==> src/sv/etfr_pkg.sv <==
`timescale 1ns / 1ps

package etfr_pkg;

    localparam int unsigned CFG_IDX_W = 3;

    typedef logic [CFG_IDX_W-1:0] t_cfg_idx;

    localparam t_cfg_idx CFG_HEAD_BYTE     = 3'd0;
    localparam t_cfg_idx CFG_ESCAPE_BYTE   = 3'd1;
    localparam t_cfg_idx CFG_ESCAPE_TAIL_A = 3'd2;
    localparam t_cfg_idx CFG_ESCAPE_TAIL_B = 3'd3;
    localparam t_cfg_idx CFG_REMOTE_TYPE   = 3'd4;
    localparam t_cfg_idx CFG_LOCAL_TYPE    = 3'd5;
    localparam t_cfg_idx CFG_MIN_LENGTH    = 3'd6;
    localparam t_cfg_idx CFG_MAX_LENGTH    = 3'd7;

    localparam logic [7:0] RST_HEAD_BYTE     = 8'd126;
    localparam logic [7:0] RST_ESCAPE_BYTE   = 8'd125;
    localparam logic [7:0] RST_ESCAPE_TAIL_A = 8'd94;
    localparam logic [7:0] RST_ESCAPE_TAIL_B = 8'd93;
    localparam logic [7:0] RST_REMOTE_TYPE   = 8'd1;
    localparam logic [7:0] RST_LOCAL_TYPE    = 8'd2;
    localparam logic [7:0] RST_MIN_LENGTH    = 8'd1;
    localparam logic [7:0] RST_MAX_LENGTH    = 8'd64;

    localparam logic [7:0] ESC_OFFSET = 8'h20;

    localparam logic KIND_PAYLOAD = 1'b0;
    localparam logic KIND_ABORT   = 1'b1;

    typedef struct packed {
        logic [7:0] head_byte;
        logic [7:0] escape_byte;
        logic [7:0] escape_tail_a;
        logic [7:0] escape_tail_b;
        logic [7:0] remote_type;
        logic [7:0] local_type;
        logic [7:0] min_length;
        logic [7:0] max_length;
    } t_cfg;

    typedef struct packed {
        logic       kind;
        logic [7:0] payload_byte;
        logic [7:0] byte_index;
        logic       last;
        logic       frame_is_local;
        logic [7:0] frame_length;
    } t_result;

    typedef enum logic [2:0] {
        PH_IDLE   = 3'd0,
        PH_TYPE   = 3'd1,
        PH_LENGTH = 3'd2,
        PH_DATA   = 3'd3,
        PH_ESCAPE = 3'd4
    } t_phase;

endpackage

==> src/sv/escaped_typed_frame_receiver.sv <==
// path: an accepted byte waits in the input register; its result is registered in the output register
// throughput: one received byte per cycle while the result side does not stall, set by the one-pass phase update
// stalls on the result side hold the input register and then the input ready
// reset: synchronous active low; clears phase, counters and valids and loads the
// register defaults
`timescale 1ns / 1ps

module escaped_typed_frame_receiver (
    input  logic               i_clk,
    input  logic               i_rst_n,
    input  logic               i_cfg_we,
    input  etfr_pkg::t_cfg_idx i_cfg_index,
    input  logic [7:0]         i_cfg_data,
    input  logic               i_rx_valid,
    output logic               o_rx_ready,
    input  logic [7:0]         i_rx_byte,
    output logic               o_out_valid,
    input  logic               i_out_ready,
    output logic               o_kind,
    output logic [7:0]         o_payload_byte,
    output logic [7:0]         o_byte_index,
    output logic               o_last,
    output logic               o_frame_is_local,
    output logic [7:0]         o_frame_length
);
    import etfr_pkg::*;

    t_cfg       w_cfg;
    logic       w_fire;
    logic [7:0] w_byte;
    logic       w_free;
    logic       w_res_valid;
    t_result    w_res;
    t_result    w_out;

    etfr_cfg_regs u_cfg (
        .i_clk       (i_clk),
        .i_rst_n     (i_rst_n),
        .i_cfg_we    (i_cfg_we),
        .i_cfg_index (i_cfg_index),
        .i_cfg_data  (i_cfg_data),
        .o_cfg       (w_cfg)
    );

    etfr_in_stage u_in (
        .i_clk       (i_clk),
        .i_rst_n     (i_rst_n),
        .i_rx_valid  (i_rx_valid),
        .o_rx_ready  (o_rx_ready),
        .i_rx_byte   (i_rx_byte),
        .i_down_free (w_free),
        .o_fire      (w_fire),
        .o_byte      (w_byte)
    );

    etfr_deframe u_deframe (
        .i_clk       (i_clk),
        .i_rst_n     (i_rst_n),
        .i_cfg       (w_cfg),
        .i_fire      (w_fire),
        .i_byte      (w_byte),
        .o_res_valid (w_res_valid),
        .o_res       (w_res)
    );

    etfr_out_reg u_out (
        .i_clk       (i_clk),
        .i_rst_n     (i_rst_n),
        .i_load      (w_fire),
        .i_res_valid (w_res_valid),
        .i_res       (w_res),
        .o_free      (w_free),
        .o_out_valid (o_out_valid),
        .i_out_ready (i_out_ready),
        .o_res       (w_out)
    );

    assign o_kind           = w_out.kind;
    assign o_payload_byte   = w_out.payload_byte;
    assign o_byte_index     = w_out.byte_index;
    assign o_last           = w_out.last;
    assign o_frame_is_local = w_out.frame_is_local;
    assign o_frame_length   = w_out.frame_length;

endmodule

==> src/sv/etfr_cfg_regs.sv <==
`timescale 1ns / 1ps

module etfr_cfg_regs (
    input  logic              i_clk,
    input  logic              i_rst_n,
    input  logic              i_cfg_we,
    input  etfr_pkg::t_cfg_idx i_cfg_index,
    input  logic [7:0]        i_cfg_data,
    output etfr_pkg::t_cfg    o_cfg
);
    import etfr_pkg::*;

    t_cfg r_cfg;
    t_cfg n_cfg;

    always_comb begin
        n_cfg = r_cfg;
        if (i_cfg_we) begin
            unique case (i_cfg_index)
                CFG_HEAD_BYTE:     n_cfg.head_byte     = i_cfg_data;
                CFG_ESCAPE_BYTE:   n_cfg.escape_byte   = i_cfg_data;
                CFG_ESCAPE_TAIL_A: n_cfg.escape_tail_a = i_cfg_data;
                CFG_ESCAPE_TAIL_B: n_cfg.escape_tail_b = i_cfg_data;
                CFG_REMOTE_TYPE:   n_cfg.remote_type   = i_cfg_data;
                CFG_LOCAL_TYPE:    n_cfg.local_type    = i_cfg_data;
                CFG_MIN_LENGTH:    n_cfg.min_length    = i_cfg_data;
                CFG_MAX_LENGTH:    n_cfg.max_length    = i_cfg_data;
                default:           n_cfg = r_cfg;
            endcase
        end
    end

    always_ff @(posedge i_clk) begin
        if (!i_rst_n) begin
            r_cfg.head_byte     <= RST_HEAD_BYTE;
            r_cfg.escape_byte   <= RST_ESCAPE_BYTE;
            r_cfg.escape_tail_a <= RST_ESCAPE_TAIL_A;
            r_cfg.escape_tail_b <= RST_ESCAPE_TAIL_B;
            r_cfg.remote_type   <= RST_REMOTE_TYPE;
            r_cfg.local_type    <= RST_LOCAL_TYPE;
            r_cfg.min_length    <= RST_MIN_LENGTH;
            r_cfg.max_length    <= RST_MAX_LENGTH;
        end else begin
            r_cfg <= n_cfg;
        end
    end

    assign o_cfg = r_cfg;

endmodule

==> src/sv/etfr_in_stage.sv <==
`timescale 1ns / 1ps

module etfr_in_stage (
    input  logic       i_clk,
    input  logic       i_rst_n,
    input  logic       i_rx_valid,
    output logic       o_rx_ready,
    input  logic [7:0] i_rx_byte,
    input  logic       i_down_free,
    output logic       o_fire,
    output logic [7:0] o_byte
);
    import etfr_pkg::*;

    logic       r_valid;
    logic [7:0] r_byte;
    logic       n_valid;
    logic       w_take;

    assign o_fire     = r_valid && i_down_free;
    assign o_rx_ready = !r_valid || o_fire;
    assign w_take     = i_rx_valid && o_rx_ready;
    assign n_valid    = w_take ? 1'b1 : (o_fire ? 1'b0 : r_valid);

    always_ff @(posedge i_clk) begin
        if (!i_rst_n) begin
            r_valid <= 1'b0;
        end else begin
            r_valid <= n_valid;
        end
    end

    always_ff @(posedge i_clk) begin
        if (w_take) begin
            r_byte <= i_rx_byte;
        end
    end

    assign o_byte = r_byte;

endmodule

==> src/sv/etfr_deframe.sv <==
`timescale 1ns / 1ps

module etfr_deframe (
    input  logic              i_clk,
    input  logic              i_rst_n,
    input  etfr_pkg::t_cfg    i_cfg,
    input  logic              i_fire,
    input  logic [7:0]        i_byte,
    output logic              o_res_valid,
    output etfr_pkg::t_result o_res
);
    import etfr_pkg::*;

    t_phase     r_phase;
    t_phase     n_phase;
    logic       r_local;
    logic       n_local;
    logic [7:0] r_exp_len;
    logic [7:0] n_exp_len;
    logic [7:0] r_count;
    logic [7:0] n_count;

    logic       w_is_head;
    logic       w_head_hit;
    logic       w_is_local;
    logic       w_type_ok;
    logic       w_len_bad;
    logic       w_is_esc;
    logic       w_tail_ok;
    logic [7:0] w_count_inc;
    logic       w_done;
    logic [7:0] w_unesc;

    assign w_is_head   = (i_byte == i_cfg.head_byte);
    assign w_head_hit  = w_is_head && (r_phase != PH_IDLE);
    assign w_is_local  = (i_byte == i_cfg.local_type);
    assign w_type_ok   = w_is_local || (i_byte == i_cfg.remote_type);
    assign w_len_bad   = (i_byte > i_cfg.max_length) || (i_byte < i_cfg.min_length);
    assign w_is_esc    = (i_byte == i_cfg.escape_byte);
    assign w_tail_ok   = (i_byte == i_cfg.escape_tail_a) || (i_byte == i_cfg.escape_tail_b);
    assign w_count_inc = r_count + 8'd1;
    assign w_done      = (w_count_inc == r_exp_len);
    assign w_unesc     = i_byte + ESC_OFFSET;

    // next state
    always_comb begin
        n_phase   = r_phase;
        n_local   = r_local;
        n_exp_len = r_exp_len;
        n_count   = r_count;
        if (w_head_hit) begin
            n_phase = PH_TYPE;
            n_count = '0;
        end else begin
            unique case (r_phase)
                PH_IDLE: begin
                    if (w_is_head) begin
                        n_phase = PH_TYPE;
                        n_count = '0;
                    end
                end
                PH_TYPE: begin
                    if (w_type_ok) begin
                        n_local = w_is_local;
                        n_phase = PH_LENGTH;
                    end else begin
                        n_phase = PH_IDLE;
                        n_count = '0;
                    end
                end
                PH_LENGTH: begin
                    if (w_len_bad) begin
                        n_phase = PH_IDLE;
                        n_count = '0;
                    end else begin
                        n_exp_len = i_byte;
                        n_phase   = PH_DATA;
                    end
                end
                PH_DATA: begin
                    if (w_is_esc) begin
                        n_phase = PH_ESCAPE;
                    end else begin
                        n_count = w_count_inc;
                        n_phase = w_done ? PH_IDLE : PH_DATA;
                    end
                end
                PH_ESCAPE: begin
                    if (!w_tail_ok) begin
                        n_phase = PH_IDLE;
                        n_count = '0;
                    end else begin
                        n_count = w_count_inc;
                        n_phase = w_done ? PH_IDLE : PH_DATA;
                    end
                end
                default: begin
                    n_phase = PH_IDLE;
                end
            endcase
        end
    end

    // result
    always_comb begin
        o_res_valid        = 1'b0;
        o_res              = '0;
        o_res.kind         = KIND_PAYLOAD;
        if (w_head_hit) begin
            if (r_phase != PH_TYPE) begin
                o_res_valid = i_fire;
                o_res.kind  = KIND_ABORT;
            end
        end else begin
            unique case (r_phase)
                PH_LENGTH: begin
                    if (w_len_bad) begin
                        o_res_valid = i_fire;
                        o_res.kind  = KIND_ABORT;
                    end
                end
                PH_DATA: begin
                    if (!w_is_esc) begin
                        o_res_valid          = i_fire;
                        o_res.payload_byte   = i_byte;
                        o_res.byte_index     = r_count;
                        o_res.last           = w_done;
                        o_res.frame_is_local = r_local;
                        o_res.frame_length   = r_exp_len;
                    end
                end
                PH_ESCAPE: begin
                    o_res_valid = i_fire;
                    if (w_tail_ok) begin
                        o_res.payload_byte   = w_unesc;
                        o_res.byte_index     = r_count;
                        o_res.last           = w_done;
                        o_res.frame_is_local = r_local;
                        o_res.frame_length   = r_exp_len;
                    end else begin
                        o_res.kind = KIND_ABORT;
                    end
                end
                default: begin
                    o_res_valid = 1'b0;
                end
            endcase
        end
    end

    always_ff @(posedge i_clk) begin
        if (!i_rst_n) begin
            r_phase   <= PH_IDLE;
            r_local   <= 1'b0;
            r_exp_len <= '0;
            r_count   <= '0;
        end else if (i_fire) begin
            r_phase   <= n_phase;
            r_local   <= n_local;
            r_exp_len <= n_exp_len;
            r_count   <= n_count;
        end
    end

endmodule

==> src/sv/etfr_out_reg.sv <==
`timescale 1ns / 1ps

module etfr_out_reg (
    input  logic              i_clk,
    input  logic              i_rst_n,
    input  logic              i_load,
    input  logic              i_res_valid,
    input  etfr_pkg::t_result i_res,
    output logic              o_free,
    output logic              o_out_valid,
    input  logic              i_out_ready,
    output etfr_pkg::t_result o_res
);
    import etfr_pkg::*;

    logic    r_valid;
    logic    n_valid;
    t_result r_res;

    assign o_free  = !r_valid || i_out_ready;
    assign n_valid = i_load ? i_res_valid : (i_out_ready ? 1'b0 : r_valid);

    always_ff @(posedge i_clk) begin
        if (!i_rst_n) begin
            r_valid <= 1'b0;
        end else begin
            r_valid <= n_valid;
        end
    end

    always_ff @(posedge i_clk) begin
        if (i_load && i_res_valid) begin
            r_res <= i_res;
        end
    end

    assign o_out_valid = r_valid;
    assign o_res       = r_res;

endmodule

==> config.mk <==
export PLATFORM = sky130hd
export DESIGN_NAME = escaped_typed_frame_receiver
export DESIGN_NICKNAME = d
export VERILOG_FILES = /design/src/sv/etfr_pkg.sv /design/src/sv/escaped_typed_frame_receiver.sv /design/src/sv/etfr_cfg_regs.sv /design/src/sv/etfr_in_stage.sv /design/src/sv/etfr_deframe.sv /design/src/sv/etfr_out_reg.sv
export SDC_FILE = /design/constraint.sdc
export NUM_CORES = 1
export LEC_CHECK = 0
export BUFFER_PORTS_ARGS = -buffer_cell sky130_fd_sc_hd__buf_4
export CORE_MARGIN = 1.5
export CORE_UTILIZATION = 61
export CTS_CLUSTER_DIAMETER = 30
export DETAILED_ROUTE_END_ITERATION = 10
export MAX_ROUTING_LAYER = met4
export PLACE_DENSITY = 0.79
export SYNTH_ARGS = -nofsm -noshare
export SYNTH_HDL_FRONTEND = slang
export SYNTH_SLANG_ARGS = --single-unit
export TNS_END_PERCENT = 5
==> constraint.sdc <==
create_clock -name i_clk -period 7.2 [get_ports i_clk]
set_input_delay 1.44 -clock i_clk [delete_from_list [all_inputs] [get_ports i_clk]]
set_output_delay 1.44 -clock i_clk [all_outputs]
set_load 0.02 [all_outputs]
==> results.md, run 1 <==
- Outcome: completed
- Syn-to-layout area delta: 16.1%
- Final Cycle Share: 49.3%
- R2R depth: 7
- Sequential power share: 45.8%
- Crit. End Element: flip-flop
- Initial Utilization: 63.1%
- Die area: 10200 um^2
- WL met2: 6620 um
- Vias in the first global route: 4566
- Worst-Margin Slew: 1.14 ns
- Startpoint Class: flip-flop
- Synth unique cells: 47
- WHS Endpoint: u_cfg.o_cfg[4]
- H-tree depth: 4
- Placer Congestion: 0.959
- Worst-path cell chain: xor2_1 > nor4_1 > nand2_1 > o21ai_0 > nand2_1 > o21ai_0 > o21a_1
- GR Overflow Total: 0
- Worst R2R Setup Slack: 3.65 ns
- Share of the synthesized area in the top cell type: 29.5%
- Clk sinks: 121
- Number of synthesized register bits: 121
- Worst hold stages: 2
- Core Area: 9240 um^2
- Max Cap Viol: 0
- Die Ht: 101 um
- Clock transition time at the flip-flop clock pins of the worst setup and hold paths: 0.06 ns
- Post-CTS Setup Repair Bufs: 0
- Mapped Nets: 714
- RSZ-0062 raised after global routing: no
- Sum Neg Setup Slack: 0 ns
- Most frequent cells in the layout: nand2_1, dfxtp_1, a21oi_1, buf_4, nand3_1
- Worst min path class: flip-flop to flip-flop
- Initial antenna violation count: 0
- Switching Share: 24.8%
- Synth area leader: dfxtp_1
- First-pass GRT wire length: 23200 um
- Share of cells above drive strength 1: 12.6%
- Post-synth ARST share: 0%
- Root buf cell: clkbuf_8
- ANT nets after route: 0
- Rows: 35
- Power density over the cells: 239 nW/um^2
- Worst r2r src: u_in.o_byte[7]
- # fillers: 676
- CTS Buf Count: 17
- Buffers on Ports: 52
- Metal1 wirelength: 6350 um
- Sequential cell area: 2770 um^2
- Drt via density: 5.80
- Pin count of the biggest net entering global routing: 50
- Synth Flop Type: dfxtp_1
- First DRT Iteration DRCs: 362
- Resize count post-CTS: 0
- Pwr Total: 1.62 mW
- Met3 WL: 1070 um
- Upper clock frequency limit: 282 MHz
- WL/cell: 17.0 um
- Int Power: 1.21 mW
- CP arrival: 3.68 ns
- Clk pwr share: 47.8%
- Synth warn: 0
- Hold Crit Start: u_cfg.o_cfg[4]
- Most common cell after layout, fill and taps aside: nand2_1
- IO Count: 53
- Sequential area share after synthesis: 47.6%
- Top layer in use: met4
- # hold bufs at CTS: 0
- Final Hold Vio Count: 0
- CP max stage delay: 0.91 ns
- CP max-delay cell: o21a_1
- Worst path required time: 7.33 ns
- Area of the multi-input gates: 2810 um^2
- Drt drc: 0
- Wirelength, routed: 14500 um
- Crit path max fanout: 27
- # diodes: 0
- Tot GR Track Use: 31.2%
- Max VDD drop: 0.245 mV
- Hold Slack: 0.454 ns
- Average size of a mapped cell: 8.66 um^2
- Worst Skew: 0.0112 ns
- Clock Latency Late Sink: 0.51 ns
- Hpwl dp: 9570 um
- Final min period: 3.55 ns
- CTS Buffer Depth: 2
- Comb pwr share: 6.4%
- Cell count after synthesis: 673
- Cell Area, Synth: 5830 um^2
- Post-synth EDFFs: 35
- Pins over their slew limit: 0
- NetSw: 0.401 mW
- Die width: 101 um
- Final setup vio count: 0
- Critical path class: flip-flop to flip-flop
- Vias after detailed routing: 4932
- Leak: 2.58 nW
- First-pass DRT Iterations: 5
- Placed instance area: 6220 um^2
- Nets: 749
- Reg2reg end: u_out.o_res[1]
- Slew Limit Headroom: 24.2%
- Finished Cell Area: 6770 um^2
- CTS tree: built
- Largest cells by area after synthesis: dfxtp_1, edfxtp_1, nand2_1
metrics by stage:
stage | utilization, % | instances | setup slack, ns
floorplan | - | 673 | 3.88
global placement | 67.4 | 818 | 3.67
detailed placement | 67.4 | 818 | 3.65
CTS | 73.2 | 850 | 3.66
global route | 73.2 | 850 | 3.28
finish | 73.2 | 850 | 3.65
registers in the layout, indices dropped and copies added (netlist names):
register             count
u_cfg.o_cfg             64
u_out.o_res             27
u_deframe.r_count        8
u_deframe.r_exp_len      8
u_in.o_byte              8
u_deframe.r_phase        3
u_deframe.r_local        1
u_in.r_valid             1
u_out.o_out_valid        1
logic make-up (layout without fill, tap and decap cells):
logic type | count (synthesis) | after routing | share of synthesized area [%]
AO/OA/AOI/OAI | 105 | 105 | 11.1
flip-flops | 121 | 121 | 47.6
adder cells (fa/ha/maj) | 17 | 17 | 3.65
buffers and inverters | 57 | 105 | 4.16
AND/OR/NAND/NOR | 310 | 310 | 24.0
XOR/XNOR | 60 | 60 | 9.01
multiplexers | 3 | 3 | 0.515
synthesized netlist by cell type (all sizes together) (8+ instances only):
library cell,count
nand2,167
dfxtp,86
a21oi,61
nand3,45
edfxtp,35
xnor2,31
xor2,29
nor2,27
and2,22
buf,21
inv,18
clkbuf,17
ha,17
o21ai,14
nand4,11
nor2b,9
nor3,8
nor4,8
worst max-delay path, delay by kind of cell, from the launching register on:
family           cells  cell delay, ns
AO/OA/AOI/OAI        3            1.20
AND/OR/NAND/NOR      3            1.01
flip-flops           1            0.66
XOR/XNOR             1            0.26
routing by layer:
| layer | vias up | GRT usage [%] |
|---|---|---|
| met5 | - | - |
| met1 | 2311 | 40.5 |
| met4 | 0 | 12.2 |
| li1 | 2349 | - |
| met3 | 43 | 7.28 |
| met2 | 229 | 47.3 |
power by group through the flow:
stage | clock (mW) | sequential [mW] | combinational, mW
2_1_floorplan | 0 | 0.734 | 0.0837
3_3_place_gp | 0 | 0.751 | 0.0973
3_5_place_dp | 0 | 0.752 | 0.101
4_1_cts | 0.778 | 0.738 | 0.103
5_1_grt | 0.809 | 0.740 | 0.117
6_report | 0.772 | 0.739 | 0.104
area by class of cell:
| class | instances | share of cell area, % |
|---|---|---|
| tap | 129 | 2.39 |
| sequential | 121 | 41.0 |
| clock buffer | 18 | 6.18 |
| clock inverter | 14 | 1.81 |
| inverter | 19 | 1.05 |
| timing repair buffer | 54 | 5.99 |
| multi-input combinational | 495 | 41.6 |
worst max-delay path by stage:
stage,startpoint,end,depth (start not counted)
after floorplan,i_out_ready,o_rx_ready,2
after global placement,i_out_ready,o_rx_ready,4
after detailed placement,i_out_ready,o_rx_ready,4
after CTS,i_out_ready,o_rx_ready,4
after global routing,u_in.o_byte[7],u_out.o_res[19],7
final,u_in.o_byte[7],u_out.o_res[1],7
No activity file was read; power rests on OpenSTA's default activity.
==> inputs of run 2 (changes only) <==
- ABC_AREA: default -> 1
- CORE_UTILIZATION: 61 -> 54
- PLACE_DENSITY: 0.79 -> 0.73
- clock period: 7.2 -> 3.2 ns (I/O delays scaled with it)
==> run 2 against run 1 <==
Compared with the run above:
- register-to-register slack lost 3.0 ns
- worst hold slack got worse by 0.16 ns
- combinational power increased by 140%
- cell area rose by 4.0%
- critical path depth grew 5
- clock-buffer cell count is 7 higher
- via count rose by 8.1%
- global-route usage shrank 2.8 points
- sequential power grew 120%
- largest cell class is now flip-flops and latches
==> results.md, run 2 <==
- Worst-path cell chain: ha_1 > nand2_1 > nor2_1 > nand2_1 > nand2_1 > nand2_1 > nand2_1 > nand3_1 > nand3_1 > nand2_1 > inv_1 > buf_4 (was xor2_1 > nor4_1 > nand2_1 > o21ai_0 > nand2_1 > o21ai_0 > o21a_1)
- Hpwl dp: 10800 um (was 9570 um)
- Post-synth EDFFs: 35 (unchanged)
- Share of the synthesized area in the top cell type: 28.6% (was 29.5%)
- Synth Area in Compound Gates: 9.26% (was 11.1%)
- Post-synthesis simple-gate area fraction: 26.1% (was 24.0%)
- Cell count after synthesis: 791 (was 673)
- Startpoint Class: flip-flop (unchanged)
- Synth unique cells: 31 (was 47)
- Clock transition time at the flip-flop clock pins of the worst setup and hold paths: 0.06 ns (about the same)
- Post-synth ARST share: 0% (unchanged)
- # hold bufs at CTS: 0 (unchanged)
- Most frequent cells after synthesis: nand2_1, nor2_1, inv_1, dfxtp_1, o21ai_0 (was nand2_1, dfxtp_1, a21oi_1, nand3_1, edfxtp_1)
- Outcome: completed (unchanged)
- R2R depth: 12 (was 7)
- Average size of a mapped cell: 7.60 um^2 (was 8.66 um^2)
- CP Capture Point: u_out.o_res[11] (was u_out.o_res[1])
- Vias in the first global route: 5107 (was 4566)
- Crit path max fanout: 27 (unchanged)
- Vias after detailed routing: 5331 (was 4932)
- Cell count along the critical path: 12 (was 7)
- Placer Congestion: 0.919 (was 0.959)
- First DRT Iteration DRCs: 322 (was 362)
- Reg2reg end: u_out.o_res[11] (was u_out.o_res[1])
- Most used cell, CP: nand2_1
- Worst r2r src: u_in.o_byte[6] (was u_in.o_byte[7])
- Leak: 3.01 nW (was 2.58 nW)
- Die Ht: 109 um (was 101 um)
- Final setup vio count: 0 (unchanged)
- Worst hold stages: 1 (was 2)
- Initial antenna violation count: 0 (unchanged)
- Synth Flop Type: dfxtp_1 (unchanged)
- First-pass DRT Iterations: 5 (unchanged)
- Clk sinks: 121 (unchanged)
- Pwr Total: 3.74 mW (was 1.62 mW)
- First-pass GRT wire length: 24800 um (was 23200 um)
- Worst-Margin Slew: 0.594 ns (was 1.14 ns)
- CTS Buffer Depth: 2 (unchanged)
- Die width: 109 um (was 101 um)
- Final Hold Vio Count: 0 (unchanged)
- Worst R2R Setup Slack: 0.62 ns (was 3.65 ns)
- WP buf/inv: 2 (was 0)
- Largest family of logic cells by synthesized area: simple AND/OR/NAND/NOR gates (unchanged)
- GR Overflow Total: 0 (unchanged)
- Max VDD drop: 0.294 mV (was 0.245 mV)
- # diodes: 0 (unchanged)
- Hold Crit Start: i_rx_byte[3] (was u_cfg.o_cfg[4])
- Upper clock frequency limit: 388 MHz (was 282 MHz)
- CP max-delay cell: edfxtp_1 (was o21a_1)
- Kind of cell adding the most delay to the critical path: simple AND/OR/NAND/NOR gates (was compound AO/OA/AOI/OAI gates)
- Placed cell count: 959 (was 818)
- Number of synthesized register bits: 121 (unchanged)
- Critical path class: flip-flop to flip-flop (unchanged)
- Setup crit start: u_in.o_byte[6] (was u_in.o_byte[7])
- Pins over their slew limit: 0 (unchanged)
- Drt via density: 5.38 (was 5.80)
- ANT nets after route: 0 (unchanged)
- Buffers on Ports: 52 (unchanged)
- Sum Neg Setup Slack: 0 ns (unchanged)
- Final core utilization: 64.9% (was 73.2%)
- CTS Buf Count: 17 (unchanged)
- Largest cells by area after synthesis: dfxtp_1, edfxtp_1, nand2_1 (unchanged)
- Most frequent cell after synthesis: nand2_1 (unchanged)
- XOR/XNOR share of the synthesized area: 6.41% (was 9.01%)
- Worst min path class: input pin to flip-flop (was flip-flop to flip-flop)
- Max reg flops: 64 (unchanged)
- Post-synthesis mux area share: 0% (was 0.515%)
- Share of cells above drive strength 1: 12.1% (was 12.6%)
- Resize count post-CTS: 0 (unchanged)
- IO Count: 53 (unchanged)
- Drt drc: 0 (unchanged)
- WL/cell: 15.2 um (was 17.0 um)
- Post-CTS Setup Repair Bufs: 0 (unchanged)
- Finished Cell Area: 7040 um^2 (was 6770 um^2)
- Max Cap Viol: 0 (unchanged)
- Clock Latency Late Sink: 0.53 ns (was 0.51 ns)
- Die area: 11800 um^2 (was 10200 um^2)
- Most frequent cells in the layout: nand2_1, nor2_1, inv_1, dfxtp_1, buf_4 (was nand2_1, dfxtp_1, a21oi_1, buf_4, nand3_1)
- CP max stage delay: 0.61 ns (was 0.91 ns)
- Crit. End Element: flip-flop (unchanged)
- CP arrival: 2.77 ns (was 3.68 ns)
- Power density over the cells: 532 nW/um^2 (was 239 nW/um^2)
- Sequential area share after synthesis: 46.1% (was 47.6%)
- Final min period: 2.58 ns (was 3.55 ns)
- Adder-Cell Fraction of Synth Area: 3.54% (was 3.65%)
- Layout Cells excl Fill: 991 (was 850)
- Core Area: 10800 um^2 (was 9240 um^2)
- Worst Skew: 0.00509 ns (was 0.0112 ns)
- RSZ-0062 raised after global routing: no (unchanged)
- Worst path required time: 3.40 ns (was 7.33 ns)
- Mapped Nets: 832 (was 714)
- Nets: 879 (was 749)
- Wirelength, routed: 15100 um (was 14500 um)
- Placed instance area: 6460 um^2 (was 6220 um^2)
- Final Cycle Share: 80.6% (was 49.3%)
- Slew Limit Headroom: 60.3% (was 24.2%)
- # fillers: 919 (was 676)
- Tot GR Track Use: 28.4% (was 31.2%)
- Pin count of the biggest net entering global routing: 62 (was 50)
- Cell Area, Synth: 6010 um^2 (was 5830 um^2)
- Initial Utilization: 55.5% (was 63.1%)
- Rows: 38 (was 35)
- H-tree depth: 4 (unchanged)
- Synth warn: 0 (unchanged)
- CTS tree: built (unchanged)
- Most common cell after layout, fill and taps aside: nand2_1 (unchanged)
- Syn-to-layout area delta: 17.0% (was 16.1%)
- Root buf cell: clkbuf_8 (unchanged)
- Synth area leader: dfxtp_1 (unchanged)
## run 2: changes by cell type after synthesis, moves of 8 or more
cell,previous run,this run
buf_2,11,1
nor4_1,8,0
xnor2_1,31,43
a21oi_1,60,43
o21ai_0,9,54
xor2_1,29,1
buf_4,0,11
and2_1,22,0
nand2_1,167,186
inv_1,18,88
nor2_1,27,120
nand3_1,45,53
nor2b_1,9,0
## run 2: routing by layer
layer	GRT usage (%)	vias up	wire (um)
li1	-	2613	-
met1	34.7	2485	6490
met2	45.5	193	7220
met3	4.70	40	914
met4	14.3	0	453
met5	-	-	0
## run 2: metrics by stage
| step | hold WS (ns) | worst slack [ns] |
|---|---|---|
| after floorplan | 0.429 | 0.847 |
| after global placement | 0.457 | 0.807 |
| after detailed placement | 0.457 | 0.697 |
| after CTS | 0.275 | 0.653 |
| after global routing | 0.279 | 0.472 |
| final | 0.290 | 0.622 |
## run 2: cell type report
cell class / count / area [um^2] / share of cell area, %
Clock buffer: 25 / 517 / 7.34
Clock inverter: 7 / 60.1 / 0.853
Inverter: 90 / 338 / 4.80
Multi-Input combinational cell: 548 / 2720 / 38.7
Sequential cell: 121 / 2770 / 39.4
Tap cell: 140 / 175 / 2.49
Timing Repair Buffer: 60 / 450 / 6.40
## run 2: worst min path at each step
stage / endpoint
after global routing: u_in.o_byte[3]
after floorplan: u_cfg.o_cfg[8]
after detailed placement: u_cfg.o_cfg[3]
final: u_in.o_byte[3]
after CTS: u_in.o_byte[3]
after global placement: u_cfg.o_cfg[13]
## run 2: report_power, final
group / switching (mW) / total, mW / internal, mW
Clock: 0.665 / 1.84 / 1.18
Combinational: 0.150 / 0.253 / 0.103
Sequential: 0.0389 / 1.65 / 1.61
Total: 0.854 / 3.74 / 2.89
## run 2: cell families (layout without fill, tap and decap cells)
family          Yosys count  in the layout
flops                   121            121
compound gates          107            107
buf+inv                 122            182
xor+xnor                 44             44
simple gates            380            380
fa+ha+maj                17             17
==> inputs of run 3 (changes only) <==
- ABC_AREA: 1 -> 0
- CORE_UTILIZATION: 54 -> 59
- PLACE_DENSITY: 0.73 -> 0.76
- clock period: 3.2 -> 2.65 ns (I/O delays scaled with it)
==> run 3 against run 2 <==
Compared with the run above:
- sequential power grew 20%
- final cell count shrank 11%
- cell area shrank 0.41%
- global-route usage grew 3.1 points
- clock power grew 12%
- clock-buffer cell count shrank 6
- die area shrank 11%
- worst setup slack lost 0.58 ns
- via count shrank 4.3%
- total power grew 17%
==> results.md, run 3 (synthesis results as in run 1) <==
- Clock transition time at the flip-flop clock pins of the worst setup and hold paths: 0.06 ns (about the same)
- Switching Share: 25.2% (was 22.8%)
- Die Ht: 102 um (was 109 um)
- Top layer in use: met4 (unchanged)
- Leak: 2.73 nW (was 3.01 nW)
- Comb pwr share: 8.1% (was 6.8%)
- Sequential power share: 45.0% (was 44.0%)
- Syn-to-layout area delta: 20.2% (was 17.0%)
- Final Cycle Share: 98.4% (was 80.6%)
- Worst R2R Setup Slack: 0.04 ns (was 0.62 ns)
- NetSw: 1.11 mW (was 0.854 mW)
- CTS Buf Count: 17 (unchanged)
- Worst-Margin Slew: 0.698 ns (was 0.594 ns)
- Core Area: 9680 um^2 (was 10800 um^2)
- Clock Latency Late Sink: 0.53 ns (about the same)
- Crit. End Element: flip-flop (unchanged)
- Clk pwr share: 46.8% (was 49.2%)
- First-pass GRT wire length: 23900 um (was 24800 um)
- Finished Cell Area: 7010 um^2 (was 7040 um^2)
- CTS tree: built (unchanged)
- Rows: 36 (was 38)
- Vias after detailed routing: 5103 (was 5331)
- Placed instance area: 6460 um^2 (about the same)
- Placed cell count: 851 (was 959)
- WL/cell: 17.1 um (was 15.2 um)
- Drt via density: 5.78 (was 5.38)
- Pins over their slew limit: 0 (unchanged)
- Layout Cells excl Fill: 883 (was 991)
- Final Hold Vio Count: 0 (unchanged)
- Tot GR Track Use: 31.5% (was 28.4%)
- Max Cap Viol: 0 (unchanged)
- CP arrival: 2.89 ns (was 2.77 ns)
- Outcome: completed (unchanged)
- Worst path required time: 2.93 ns (was 3.40 ns)
- Clk sinks: 121 (unchanged)
- Share of cells above drive strength 1: 16.5% (was 12.1%)
- Final min period: 2.61 ns (was 2.58 ns)
- # diodes: 0 (unchanged)
- WL met2: 7150 um (was 7220 um)
- Initial Utilization: 60.2% (was 55.5%)
- Die width: 102 um (was 109 um)
- Hpwl dp: 10500 um (was 10800 um)
- Met3 WL: 1270 um (was 914 um)
- Vias in the first global route: 4673 (was 5107)
- First DRT Iteration DRCs: 287 (was 322)
- # fillers: 714 (was 919)
- Most frequent cells in the layout: nand2_1, dfxtp_1, buf_4, a21oi_1, nand3_1 (was nand2_1, nor2_1, inv_1, dfxtp_1, buf_4)
- Slew Limit Headroom: 53.3% (was 60.3%)
- GR Overflow Total: 0 (unchanged)
- Pin count of the biggest net entering global routing: 48 (was 62)
- Startpoint Class: flip-flop (unchanged)
- Upper clock frequency limit: 384 MHz (was 388 MHz)
- IO Count: 53 (unchanged)
- Buffers on Ports: 52 (unchanged)
- Power density over the cells: 626 nW/um^2 (was 532 nW/um^2)
- R2R depth: 8 (was 12)
- Nets: 778 (was 879)
- Die area: 10500 um^2 (was 11800 um^2)
- Crit path max fanout: 27 (unchanged)
- Setup crit start: u_in.o_byte[1] (was u_in.o_byte[6])
- Worst r2r src: u_in.o_byte[1] (was u_in.o_byte[6])
- Metal1 wirelength: 6300 um (was 6490 um)
- Hold Crit Start: i_rx_byte[7] (was i_rx_byte[3])
- Root buf cell: clkbuf_8 (unchanged)
- Wirelength, routed: 15100 um (about the same)
- CP Capture Point: u_out.o_res[19] (was u_out.o_res[11])
- Worst Skew: 0.00464 ns (was 0.00509 ns)
- CTS Buffer Depth: 2 (unchanged)
- Post-CTS Setup Repair Bufs: 0 (unchanged)
- Initial antenna violation count: 0 (unchanged)
- ANT nets after route: 0 (unchanged)
- Drt drc: 0 (unchanged)
- Final setup vio count: 0 (unchanged)
- H-tree depth: 4 (unchanged)
- Worst min path class: input pin to flip-flop (unchanged)
- Final core utilization: 72.4% (was 64.9%)
- First-pass DRT Iterations: 4 (was 5)
- Placer Congestion: 0.956 (was 0.919)
- Critical path class: flip-flop to flip-flop (unchanged)
- Reg2reg end: u_out.o_res[19] (was u_out.o_res[11])
- Max VDD drop: 0.387 mV (was 0.294 mV)
- Int Power: 3.28 mW (was 2.89 mW)
- Most common cell after layout, fill and taps aside: nand2_1 (unchanged)
- Max reg flops: 64 (unchanged)
-- run 3: final cells by class --
type	instances	area [um^2]	share of cell area, %
sequential	121	2770	39.6
clock inverter	13	93.8	1.34
clock buffer	19	442	6.30
multi-input combinational	495	2830	40.3
inverter	19	71.3	1.02
timing repair buffer	83	636	9.07
tap	133	166	2.37
-- run 3: power by group through the flow --
stage	logic [mW]	clock network, mW	registers (mW)
floorplan	0.227	0	1.99
CTS	0.347	2.07	1.97
global route	0.386	2.16	1.98
detailed placement	0.342	0	2.01
global placement	0.335	0	2.01
finish	0.356	2.06	1.98
-- run 3: repair_timing --
action                     in CTS  in global routing
setup endpoints to repair       0                  8
hold buffers                    0                  0
gates resized for setup         0                  2
-- run 3: metal layers --
metal  vias to the layer above  GRT usage (%)
met4                         0           11.8
met5                         -              -
met3                        37           8.89
li1                       2406              -
met1                      2419           40.0
met2                       241           48.0
-- run 3: stage by stage --
stage | worst slack (ns) | TNS, ns | hold WS (ns) | total power [mW]
after floorplan | 0.0988 | 0 | 0.433 | 2.22
after global placement | 0.127 | 0 | 0.446 | 2.35
after detailed placement | 0.117 | 0 | 0.453 | 2.36
after CTS | 0.0655 | 0 | 0.156 | 4.39
after global routing | -0.0165 | -0.329 | 0.150 | 4.52
final | 0.0428 | 0 | 0.170 | 4.39
-- run 3: worst min-delay path by stage --
stage / cells past startpoint / end / slack (ns)
after floorplan: 2 / u_cfg.o_cfg[8] / 0.43
after global placement: 2 / u_cfg.o_cfg[13] / 0.45
after detailed placement: 2 / u_cfg.o_cfg[1] / 0.45
after CTS: 1 / u_in.o_byte[7] / 0.16
after global routing: 1 / u_in.o_byte[7] / 0.15
final: 1 / u_in.o_byte[7] / 0.17
-- run 3: critical path, stage by stage, from the launching register on --
cell	delay (ns)
edfxtp_1	0.53
ha_1	0.35
nor2b_1	0.14
o211ai_1	0.23
a211oi_2	0.14
o31ai_1	0.38
a21oi_1	0.15
o21a_2	0.26
buf_12	0.16
